`src/rtl/core/i2cmwe_pkg.sv`:
```
// ----------------------------------------------------------------------------
// i2cmwe_pkg
// Shared types and constants for the I2C master write engine.
// ----------------------------------------------------------------------------
package i2cmwe_pkg;

    localparam int DELAY_WIDTH = 16;
    localparam int TICKS_W     = 16;
    localparam int CMP_W       = ((DELAY_WIDTH > TICKS_W) ? DELAY_WIDTH : TICKS_W) + 2;

    localparam logic [TICKS_W-1:0] PHASE_TICKS_RESET = 16'd80;
    localparam logic [CMP_W-1:0]   PHASE_CAP         = CMP_W'(1) << DELAY_WIDTH;
    localparam logic [2:0]         BIT_TOP           = 3'd7;

    localparam int QUEUE_DEPTH = 2;
    localparam int QPTR_W      = $clog2(QUEUE_DEPTH);
    localparam int QCNT_W      = $clog2(QUEUE_DEPTH + 1);

    localparam logic [1:0] REQ_CODE_TICK   = 2'd0;
    localparam logic [1:0] REQ_CODE_BEGIN  = 2'd1;
    localparam logic [1:0] REQ_CODE_SUPPLY = 2'd2;

    typedef enum logic [1:0] {
        REQ_TICK,
        REQ_BEGIN,
        REQ_SUPPLY,
        REQ_NONE
    } req_kind_t;

    typedef enum logic [4:0] {
        PH_IDLE,
        PH_START_A,
        PH_START_B,
        PH_START_C,
        PH_BIT_SET,
        PH_BIT_HIGH,
        PH_BIT_LOW,
        PH_ACK_SET,
        PH_ACK_HIGH,
        PH_ACK_LOW,
        PH_WAIT_BYTE,
        PH_STOP_A,
        PH_STOP_B,
        PH_STOP_C
    } phase_t;

    typedef struct packed {
        req_kind_t   kind;
        logic [6:0]  addr7;
        logic [15:0] byte_count;
        logic [7:0]  data_byte;
        logic        sda_in;
    } item_t;

    typedef struct packed {
        logic  valid;
        item_t item;
    } queue_head_t;

endpackage

```
`src/rtl/core/i2cmwe_front.sv`:
```
// ----------------------------------------------------------------------------
// i2cmwe_front
// Accepts input words, decodes the request type and queues them for the
// line engine.
// ----------------------------------------------------------------------------
module i2cmwe_front
(
    input  logic                  clk,
    input  logic                  rst_n,
    input  logic                  in_valid,
    output logic                  in_stall,
    input  logic [1:0]            req_type,
    input  logic [6:0]            addr7,
    input  logic [15:0]           byte_count,
    input  logic [7:0]            data_byte,
    input  logic                  sda_in,
    output i2cmwe_pkg::queue_head_t head,
    input  logic                  pop
);

    i2cmwe_pkg::item_t                   queue_mem [i2cmwe_pkg::QUEUE_DEPTH];
    logic [i2cmwe_pkg::QPTR_W-1:0]       wr_ptr_reg, wr_ptr_next;
    logic [i2cmwe_pkg::QPTR_W-1:0]       rd_ptr_reg, rd_ptr_next;
    logic [i2cmwe_pkg::QCNT_W-1:0]       count_reg, count_next;
    i2cmwe_pkg::item_t                   item_in;
    logic                                push;
    logic                                do_pop;

    always_comb
    begin
        item_in.addr7      = addr7;
        item_in.byte_count = byte_count;
        item_in.data_byte  = data_byte;
        item_in.sda_in     = sda_in;
        unique case (req_type)
            i2cmwe_pkg::REQ_CODE_TICK:   item_in.kind = i2cmwe_pkg::REQ_TICK;
            i2cmwe_pkg::REQ_CODE_BEGIN:  item_in.kind = i2cmwe_pkg::REQ_BEGIN;
            i2cmwe_pkg::REQ_CODE_SUPPLY: item_in.kind = i2cmwe_pkg::REQ_SUPPLY;
            default:                     item_in.kind = i2cmwe_pkg::REQ_NONE;
        endcase
    end

    assign in_stall = (count_reg == i2cmwe_pkg::QCNT_W'(i2cmwe_pkg::QUEUE_DEPTH));
    assign push     = in_valid && !in_stall;
    assign do_pop   = pop && (count_reg != '0);

    assign head.valid = (count_reg != '0);
    assign head.item  = queue_mem[rd_ptr_reg];

    always_comb
    begin
        wr_ptr_next = push   ? i2cmwe_pkg::QPTR_W'(wr_ptr_reg + 1'b1) : wr_ptr_reg;
        rd_ptr_next = do_pop ? i2cmwe_pkg::QPTR_W'(rd_ptr_reg + 1'b1) : rd_ptr_reg;
        count_next  = count_reg;
        if (push && !do_pop)
        begin
            count_next = i2cmwe_pkg::QCNT_W'(count_reg + 1'b1);
        end
        else if (do_pop && !push)
        begin
            count_next = i2cmwe_pkg::QCNT_W'(count_reg - 1'b1);
        end
    end

    always_ff @(posedge clk)
    begin
        if (push)
        begin
            queue_mem[wr_ptr_reg] <= item_in;
        end
    end

    always_ff @(posedge clk or negedge rst_n)
    begin
        if (!rst_n)
        begin
            wr_ptr_reg <= '0;
            rd_ptr_reg <= '0;
            count_reg  <= '0;
        end
        else
        begin
            wr_ptr_reg <= wr_ptr_next;
            rd_ptr_reg <= rd_ptr_next;
            count_reg  <= count_next;
        end
    end

endmodule

```
`src/rtl/core/i2cmwe_back.sv`:
```
// ----------------------------------------------------------------------------
// i2cmwe_back
// Line phase machine: advances the START/address/data/ACK/STOP sequence and
// registers the result word; one queued word per cycle when not stalled.
// ----------------------------------------------------------------------------
module i2cmwe_back
(
    input  logic                    clk,
    input  logic                    rst_n,
    input  logic                    cfg_we,
    input  logic [15:0]             cfg_wdata,
    input  i2cmwe_pkg::queue_head_t head,
    output logic                    pop,
    output logic                    out_valid,
    input  logic                    out_stall,
    output logic                    scl_pull_low,
    output logic                    sda_pull_low,
    output logic                    busy_res,
    output logic                    byte_wanted,
    output logic                    done_res,
    output logic                    nack
);

    i2cmwe_pkg::phase_t                      phase_reg, phase_next;
    logic [i2cmwe_pkg::DELAY_WIDTH-1:0]      delay_reg, delay_next;
    logic [7:0]                              shift_reg, shift_next;
    logic [2:0]                              bit_index_reg, bit_index_next;
    logic [15:0]                             bytes_left_reg, bytes_left_next;
    logic [7:0]                              buffer_reg, buffer_next;
    logic                                    full_reg, full_next;
    logic                                    nack_flag_reg, nack_flag_next;
    logic [i2cmwe_pkg::TICKS_W-1:0]          phase_ticks_reg;

    logic                                    res_valid_reg, res_valid_next;
    logic                                    scl_reg, scl_next;
    logic                                    sda_reg, sda_next;
    logic                                    busy_reg, busy_next;
    logic                                    wanted_reg, wanted_next;
    logic                                    done_reg, done_next;
    logic                                    nack_reg, nack_next;

    logic [i2cmwe_pkg::CMP_W-1:0]            phase_len;
    logic [i2cmwe_pkg::CMP_W-1:0]            count_plus1;
    logic                                    phase_end;
    logic                                    load_req;
    logic                                    busy_now;
    logic                                    bitv;
    i2cmwe_pkg::item_t                       it;

    assign it  = head.item;
    assign pop = head.valid && (!res_valid_reg || !out_stall);

    always_comb
    begin
        phase_len = i2cmwe_pkg::CMP_W'(phase_ticks_reg);
        if (phase_ticks_reg == '0)
        begin
            phase_len = i2cmwe_pkg::CMP_W'(1);
        end
        if (phase_len > i2cmwe_pkg::PHASE_CAP)
        begin
            phase_len = i2cmwe_pkg::PHASE_CAP;
        end
        count_plus1 = i2cmwe_pkg::CMP_W'(delay_reg) + i2cmwe_pkg::CMP_W'(1);
        phase_end   = (count_plus1 >= phase_len);
    end

    assign busy_now = (phase_reg != i2cmwe_pkg::PH_IDLE);

    // next state
    always_comb
    begin
        phase_next      = phase_reg;
        delay_next      = delay_reg;
        shift_next      = shift_reg;
        bit_index_next  = bit_index_reg;
        bytes_left_next = bytes_left_reg;
        buffer_next     = buffer_reg;
        full_next       = full_reg;
        nack_flag_next  = nack_flag_reg;
        done_next       = 1'b0;
        load_req        = 1'b0;

        unique case (it.kind)
            i2cmwe_pkg::REQ_TICK:
            begin
                if (phase_reg == i2cmwe_pkg::PH_IDLE)
                begin
                    phase_next = i2cmwe_pkg::PH_IDLE;
                end
                else if (phase_reg == i2cmwe_pkg::PH_WAIT_BYTE)
                begin
                    load_req = 1'b1;
                end
                else if (!phase_end)
                begin
                    delay_next = i2cmwe_pkg::DELAY_WIDTH'(delay_reg + 1'b1);
                end
                else
                begin
                    delay_next = '0;
                    unique case (phase_reg)
                        i2cmwe_pkg::PH_START_A:  phase_next = i2cmwe_pkg::PH_START_B;
                        i2cmwe_pkg::PH_START_B:  phase_next = i2cmwe_pkg::PH_START_C;
                        i2cmwe_pkg::PH_START_C:
                        begin
                            bit_index_next = i2cmwe_pkg::BIT_TOP;
                            phase_next     = i2cmwe_pkg::PH_BIT_SET;
                        end
                        i2cmwe_pkg::PH_BIT_SET:  phase_next = i2cmwe_pkg::PH_BIT_HIGH;
                        i2cmwe_pkg::PH_BIT_HIGH: phase_next = i2cmwe_pkg::PH_BIT_LOW;
                        i2cmwe_pkg::PH_BIT_LOW:
                        begin
                            if (bit_index_reg == '0)
                            begin
                                phase_next = i2cmwe_pkg::PH_ACK_SET;
                            end
                            else
                            begin
                                bit_index_next = 3'(bit_index_reg - 1'b1);
                                phase_next     = i2cmwe_pkg::PH_BIT_SET;
                            end
                        end
                        i2cmwe_pkg::PH_ACK_SET:  phase_next = i2cmwe_pkg::PH_ACK_HIGH;
                        i2cmwe_pkg::PH_ACK_HIGH:
                        begin
                            nack_flag_next = it.sda_in;
                            phase_next     = i2cmwe_pkg::PH_ACK_LOW;
                        end
                        i2cmwe_pkg::PH_ACK_LOW:
                        begin
                            if (nack_flag_reg || (bytes_left_reg == '0))
                            begin
                                full_next  = 1'b0;
                                phase_next = i2cmwe_pkg::PH_STOP_A;
                            end
                            else if (full_reg)
                            begin
                                load_req = 1'b1;
                            end
                            else
                            begin
                                phase_next = i2cmwe_pkg::PH_WAIT_BYTE;
                            end
                        end
                        i2cmwe_pkg::PH_STOP_A:   phase_next = i2cmwe_pkg::PH_STOP_B;
                        i2cmwe_pkg::PH_STOP_B:   phase_next = i2cmwe_pkg::PH_STOP_C;
                        i2cmwe_pkg::PH_STOP_C:
                        begin
                            phase_next = i2cmwe_pkg::PH_IDLE;
                            done_next  = 1'b1;
                        end
                        default:                 phase_next = i2cmwe_pkg::PH_IDLE;
                    endcase
                end
            end
            i2cmwe_pkg::REQ_BEGIN:
            begin
                if (!busy_now)
                begin
                    shift_next      = {it.addr7, 1'b0};
                    bytes_left_next = it.byte_count;
                    full_next       = 1'b0;
                    nack_flag_next  = 1'b0;
                    bit_index_next  = i2cmwe_pkg::BIT_TOP;
                    phase_next      = i2cmwe_pkg::PH_START_A;
                    delay_next      = '0;
                end
            end
            i2cmwe_pkg::REQ_SUPPLY:
            begin
                if (busy_now && !full_reg && (bytes_left_reg != '0))
                begin
                    buffer_next = it.data_byte;
                    full_next   = 1'b1;
                end
            end
            i2cmwe_pkg::REQ_NONE:
            begin
                phase_next = phase_reg;
            end
        endcase

        if (load_req && full_reg)
        begin
            shift_next      = buffer_reg;
            full_next       = 1'b0;
            bytes_left_next = 16'(bytes_left_reg - 1'b1);
            bit_index_next  = i2cmwe_pkg::BIT_TOP;
            phase_next      = i2cmwe_pkg::PH_BIT_SET;
            delay_next      = '0;
        end
    end

    // result word, from the state after this word
    always_comb
    begin
        bitv        = shift_next[bit_index_next];
        scl_next    = 1'b0;
        sda_next    = 1'b0;
        busy_next   = (phase_next != i2cmwe_pkg::PH_IDLE);
        wanted_next = busy_next && !full_next && (bytes_left_next != '0);
        nack_next   = done_next && nack_flag_reg;
        unique case (phase_next)
            i2cmwe_pkg::PH_START_B:   sda_next = 1'b1;
            i2cmwe_pkg::PH_START_C:
            begin
                scl_next = 1'b1;
                sda_next = 1'b1;
            end
            i2cmwe_pkg::PH_BIT_SET:
            begin
                scl_next = 1'b1;
                sda_next = !bitv;
            end
            i2cmwe_pkg::PH_BIT_HIGH:  sda_next = !bitv;
            i2cmwe_pkg::PH_BIT_LOW:
            begin
                scl_next = 1'b1;
                sda_next = !bitv;
            end
            i2cmwe_pkg::PH_ACK_SET:   scl_next = 1'b1;
            i2cmwe_pkg::PH_ACK_LOW:   scl_next = 1'b1;
            i2cmwe_pkg::PH_WAIT_BYTE: scl_next = 1'b1;
            i2cmwe_pkg::PH_STOP_A:
            begin
                scl_next = 1'b1;
                sda_next = 1'b1;
            end
            i2cmwe_pkg::PH_STOP_B:    sda_next = 1'b1;
            default:                  scl_next = 1'b0;
        endcase
    end

    always_comb
    begin
        if (pop)
        begin
            res_valid_next = 1'b1;
        end
        else if (out_stall)
        begin
            res_valid_next = res_valid_reg;
        end
        else
        begin
            res_valid_next = 1'b0;
        end
    end

    always_ff @(posedge clk)
    begin
        if (pop)
        begin
            buffer_reg <= buffer_next;
            scl_reg    <= scl_next;
            sda_reg    <= sda_next;
            busy_reg   <= busy_next;
            wanted_reg <= wanted_next;
            done_reg   <= done_next;
            nack_reg   <= nack_next;
        end
    end

    always_ff @(posedge clk or negedge rst_n)
    begin
        if (!rst_n)
        begin
            phase_reg       <= i2cmwe_pkg::PH_IDLE;
            delay_reg       <= '0;
            shift_reg       <= '0;
            bit_index_reg   <= '0;
            bytes_left_reg  <= '0;
            full_reg        <= 1'b0;
            nack_flag_reg   <= 1'b0;
            phase_ticks_reg <= i2cmwe_pkg::PHASE_TICKS_RESET;
            res_valid_reg   <= 1'b0;
        end
        else
        begin
            if (pop)
            begin
                phase_reg      <= phase_next;
                delay_reg      <= delay_next;
                shift_reg      <= shift_next;
                bit_index_reg  <= bit_index_next;
                bytes_left_reg <= bytes_left_next;
                full_reg       <= full_next;
                nack_flag_reg  <= nack_flag_next;
            end
            if (cfg_we)
            begin
                phase_ticks_reg <= cfg_wdata;
            end
            res_valid_reg <= res_valid_next;
        end
    end

    assign out_valid    = res_valid_reg;
    assign scl_pull_low = scl_reg;
    assign sda_pull_low = sda_reg;
    assign busy_res     = busy_reg;
    assign byte_wanted  = wanted_reg;
    assign done_res     = done_reg;
    assign nack         = nack_reg;

endmodule

```
`src/rtl/core/i2c_master_write_engine.sv`:
```
// ----------------------------------------------------------------------------
// i2c_master_write_engine
// Open-drain I2C master for write transactions: begin, data and tick words
// in, one line/status word out per input word.
// ----------------------------------------------------------------------------
// One input word is taken every clock while in_stall is low, and each gives
// exactly one result word. Words pass through a two-entry queue into the
// phase machine, which handles one word a cycle while its output register
// is free or being read, and writes its result into that register; the
// queue absorbs output stalls so the input keeps flowing until it fills.
// phase_ticks sets the tick words per SCL/SDA phase (zero counts as one).
module i2c_master_write_engine
(
    input  logic        clk,
    input  logic        rst_n,
    input  logic        cfg_we,
    input  logic [15:0] cfg_wdata,
    input  logic        in_valid,
    output logic        in_stall,
    input  logic [1:0]  req_type,
    input  logic [6:0]  addr7,
    input  logic [15:0] byte_count,
    input  logic [7:0]  data_byte,
    input  logic        sda_in,
    output logic        out_valid,
    input  logic        out_stall,
    output logic        scl_pull_low,
    output logic        sda_pull_low,
    output logic        busy_res,
    output logic        byte_wanted,
    output logic        done_res,
    output logic        nack
);

    i2cmwe_pkg::queue_head_t head;
    logic                    pop;

    i2cmwe_front u_front
    (
        .clk        (clk),
        .rst_n      (rst_n),
        .in_valid   (in_valid),
        .in_stall   (in_stall),
        .req_type   (req_type),
        .addr7      (addr7),
        .byte_count (byte_count),
        .data_byte  (data_byte),
        .sda_in     (sda_in),
        .head       (head),
        .pop        (pop)
    );

    i2cmwe_back u_back
    (
        .clk          (clk),
        .rst_n        (rst_n),
        .cfg_we       (cfg_we),
        .cfg_wdata    (cfg_wdata),
        .head         (head),
        .pop          (pop),
        .out_valid    (out_valid),
        .out_stall    (out_stall),
        .scl_pull_low (scl_pull_low),
        .sda_pull_low (sda_pull_low),
        .busy_res     (busy_res),
        .byte_wanted  (byte_wanted),
        .done_res     (done_res),
        .nack         (nack)
    );

endmodule

```
`config.mk`:
```
export PLATFORM = sky130hd
export DESIGN_NAME = i2c_master_write_engine
export DESIGN_NICKNAME = d
export VERILOG_FILES = /design/src/rtl/core/i2cmwe_pkg.sv /design/src/rtl/core/i2cmwe_front.sv /design/src/rtl/core/i2cmwe_back.sv /design/src/rtl/core/i2c_master_write_engine.sv
export SDC_FILE = /design/constraint.sdc
export NUM_CORES = 1
export LEC_CHECK = 0
export BUFFER_PORTS_ARGS = -buffer_cell sky130_fd_sc_hd__clkbuf_2
export CORE_AREA = 3 3 213 131
export CTS_BUF_LIST = sky130_fd_sc_hd__clkbuf_2 sky130_fd_sc_hd__clkbuf_4 sky130_fd_sc_hd__clkbuf_8
export CTS_CLUSTER_SIZE = 24
export DETAILED_ROUTE_END_ITERATION = 6
export DIE_AREA = 0 0 216 134
export GPL_TIMING_DRIVEN = 0
export PLACE_DENSITY = 0.55
export SETUP_SLACK_MARGIN = 0.5
export SLEW_MARGIN = 0
export SYNTH_ARGS = -nofsm -noshare
export SYNTH_HDL_FRONTEND = slang
export SYNTH_SLANG_ARGS = --single-unit
```
`constraint.sdc`:
```
create_clock -name clk -period 5.5 [get_ports clk]
set_input_delay 1.65 -clock clk [delete_from_list [all_inputs] [get_ports clk]]
set_output_delay 1.65 -clock clk [all_outputs]
set_load 0.01 [all_outputs]
```
==> run_results.csv <==
group,metric,value,unit
cts,clk_latency,0.47,ns
cts,clock_sinks,153,
sta,slew_viol_final,0,
sta,finalSetupTns,0,ns
cts,cts_root_buffer,"clkbuf_8",
global_route,first_global_vias,5663,
final_layout,fill_cells,2678,
cts,holdBufCountCts,0,
pwr,power,0.00413,W
final_layout,antenna_cells,0,
detailed_routing,routed_via_density,5.04,
synth,synthTopCellsByArea,"edfxtp_1 32%, dfrtp_1 22%, nand2_1 3.9%, ha_1 3.4%, mux2i_1 3.2%",
synth,netlist.area_leader.share,31.6,%
synth,synthTopCellsByCount,"82 x edfxtp_1, 80 x nand2_1, 69 x dfrtp_1",
setup_path,setup.worst_path.class,"reg -> reg",
global_route,antenna_found_initial,0,
placement,gp_congestion,0.857,
detailed_routing,avgRoutedWirePerCell,17.9,µm
sta,fin_crit,4.72,ns
sta,setup_violations,0,
cts,cts_buffer_depth,2,
floorplanning,core,0.0262,mm²
detailed_routing,ant_nets,0,
hold_path,min_path_type,"reg -> reg",
setup_path,cp_max_fo,10,
setup_path,worstPathArrival,5.05,ns
sta,clock_skew,0.0186,ns
setup_path,cp.required,5.83,ns
pwr,power-per-cell-area,454,mW/mm²
placement,port_buffers,60,
cts,path_clk_slew,0.09,ns
synth,synth.yosys.seq_area_share,54.4,%
detailed_routing,drcViolationCount,0,
status,status,"finished, final reports clean",
placement,post-dp-hpwl,15.2,mm
setup_path,reg2reg_setup_slack,0.78,ns
synth,synth_top_area_cell,"edfxtp_1",
synth,ys.flop_type,"edfxtp_1",
final_layout,syn2layout_area_growth,16.7,%
synth,syn_avg_cell_area,11.1,µm²
cts,cts_made_buffers,17,
sta,hold_viol_final,0,
detailed_routing,wl,20.7,mm
synth,yosys_warnings,0,
global_route,grt_overflow,0,
synth,synth_area,0.00780,mm²
sta,max_slew_margin,32.4,%
setup_path,critical_path.startpoint_type,"register",
floorplanning,dieWidth,216,µm
pwr,p_leak,3.66,nW
setup_path,crit_path_end_kind,"register",
synth,synthArstFlopShare,46.4,%
sta,tightest_slew,1.01,ns
detailed_routing,dr_total_vias,5844,
floorplanning,initial_utilization,29.7,%
synth,syn_nets,779,
synth,synth.most_common_cell,"edfxtp_1",
floorplanning,die_y,134,µm
floorplanning,num_rows,46,
floorplanning,die_area,0.0289,mm²
final_layout,seqCellArea,0.00425,mm²
flow_run,maxCapViolations,0,
global_route,track_usage,14.7,%
global_route,grt_max_degree,47,
final_layout,drive_gt1_share,20.3,%
cts,cts_tree,"yes",
cts,htreeDepth,4,
sta,fmax,212,MHz
synth,ys_types,78,
sta,rsz0062_at_grt,"false",
synth,synth_seq_cells,153,
detailed_routing,drt_iter0_markers,567,
final_layout,nets,862,
pwr,ir_worst_vdd,0.177,mV
floorplanning,ios,63,
final_layout,top_register,"u_front.queue_mem",
final_layout,multi_input_area,0.00332,mm²
sta,finalCritPeriodShare,85.9,%
detailed_routing,first_pass_iters,5,
final_layout,largest_register_ffs,68,
synth,synthCells,703,
global_route,grt_pass1_wl,32.7,mm
synth,synth-edff-count,82,
-- worst max-delay path, stage by stage (launching register included) --
cell and delay, ns:
dfrtp_2 0.43, nand2_1 0.08, nor2_2 0.13, and3_1 0.21
and3_1 0.22, and2_1 0.21, nand4_1 0.18, xnor2_1 0.18
ha_1 0.29, and4_1 0.22, nand3_1 0.16, o21bai_1 0.24
a21boi_1 0.42, buf_2 0.33, nand3_1 0.18, o211ai_1 0.38
a21oi_2 0.14, a2111oi_2 0.36, a22o_1 0.22
-- report_power, final --
part           total, W  internal [W]  leakage, nW  switching (W)
combinational   0.00152      0.000583         1.81       0.000941
clock          0.000896      0.000421        0.206       0.000475
sequential      0.00171       0.00153         1.64       0.000182
total           0.00413       0.00253         3.66        0.00160
-- logic make-up after synthesis --
kind of cell	after synthesis	synth area share, %
AND/OR/NAND/NOR	228	14.9
multiplexers	42	5.74
XOR/XNOR	21	2.36
flip-flops	153	54.4
adder cells (fa/ha/maj)	22	3.50
AO/OA/AOI/OAI	170	15.2
buffers and inverters	67	3.91
-- cells in the final DEF (no fill, tap or decap), types with 6 or more instances in the layout --
cell type  count
and3_1         6
nor4_1         9
clkbuf_1      22
a31oi_1        8
nor2b_1        8
buf_6          6
clkbuf_2      59
dfrtp_1       65
ha_1          21
a22o_1        17
nand2b_1       6
xnor2_1       11
nor2_1        31
buf_2          7
nand4_1       13
a211oi_1       6
edfxtp_1      82
nand2_1       80
nand3_1       20
inv_1         27
and2_1         8
o211ai_1       9
nor3_1        12
o21ai_0       46
clkbuf_8      17
mux2i_1       25
mux2_2        15
xor2_1        10
a21oi_1       18
-- per-stage QoR --
stage / util (%) / hold slack, ns / instance area, µm² / cells / worst slack (ns)
detailed placement: 32.8 / 0.475 / 8620 / 1125 / 0.464
finish: 34.7 / 0.493 / 9100 / 1159 / 0.777
floorplan: - / 0.443 / 7800 / 703 / 1.32
global placement: 32.6 / 0.459 / 8550 / 1123 / 0.452
global route: 34.7 / 0.525 / 9100 / 1159 / 0.506
CTS: 34.4 / 0.496 / 9020 / 1157 / 0.529
-- worst paths after layout --
path,startpoint,endpoint,depth (start not counted)
max,u_back.delay_reg[0],u_back.sda_pull_low,18
min,u_back.shift_reg[5],u_back.shift_reg[5],2
max in group asynchronous,rst_n,u_back.phase_ticks_reg[4],2
min reg2reg,u_back.shift_reg[5],u_back.shift_reg[5],2
min in group asynchronous,rst_n,u_back.shift_reg[1],1
max reg2reg,u_back.delay_reg[0],u_back.sda_pull_low,18
-- final cells by class --
class                           instances  area share [%]
Buffer                                 39            2.24
Tap cell                              360            4.95
Clock buffer                           18            2.65
Clock inverter                         14            1.77
Multi-Input combinational cell        483            36.5
Inverter                               28            1.15
Timing Repair Buffer                   64            4.10
Sequential cell                       153            46.6
-- metal layers --
metal	track usage [%]	part of all wire, %
met5	0	0
met4	3.10	0.82
met3	4.57	7.8
met2	19.2	38
met1	23.3	53
-- timing repair --
item | CTS | global route
resized for setup | 2 | 19
endpoints found under the setup margin | 2 | 3
pin swaps | 0 | 3
buffers inserted | 0 | 2
No activity file was read; power rests on OpenSTA's default activity.
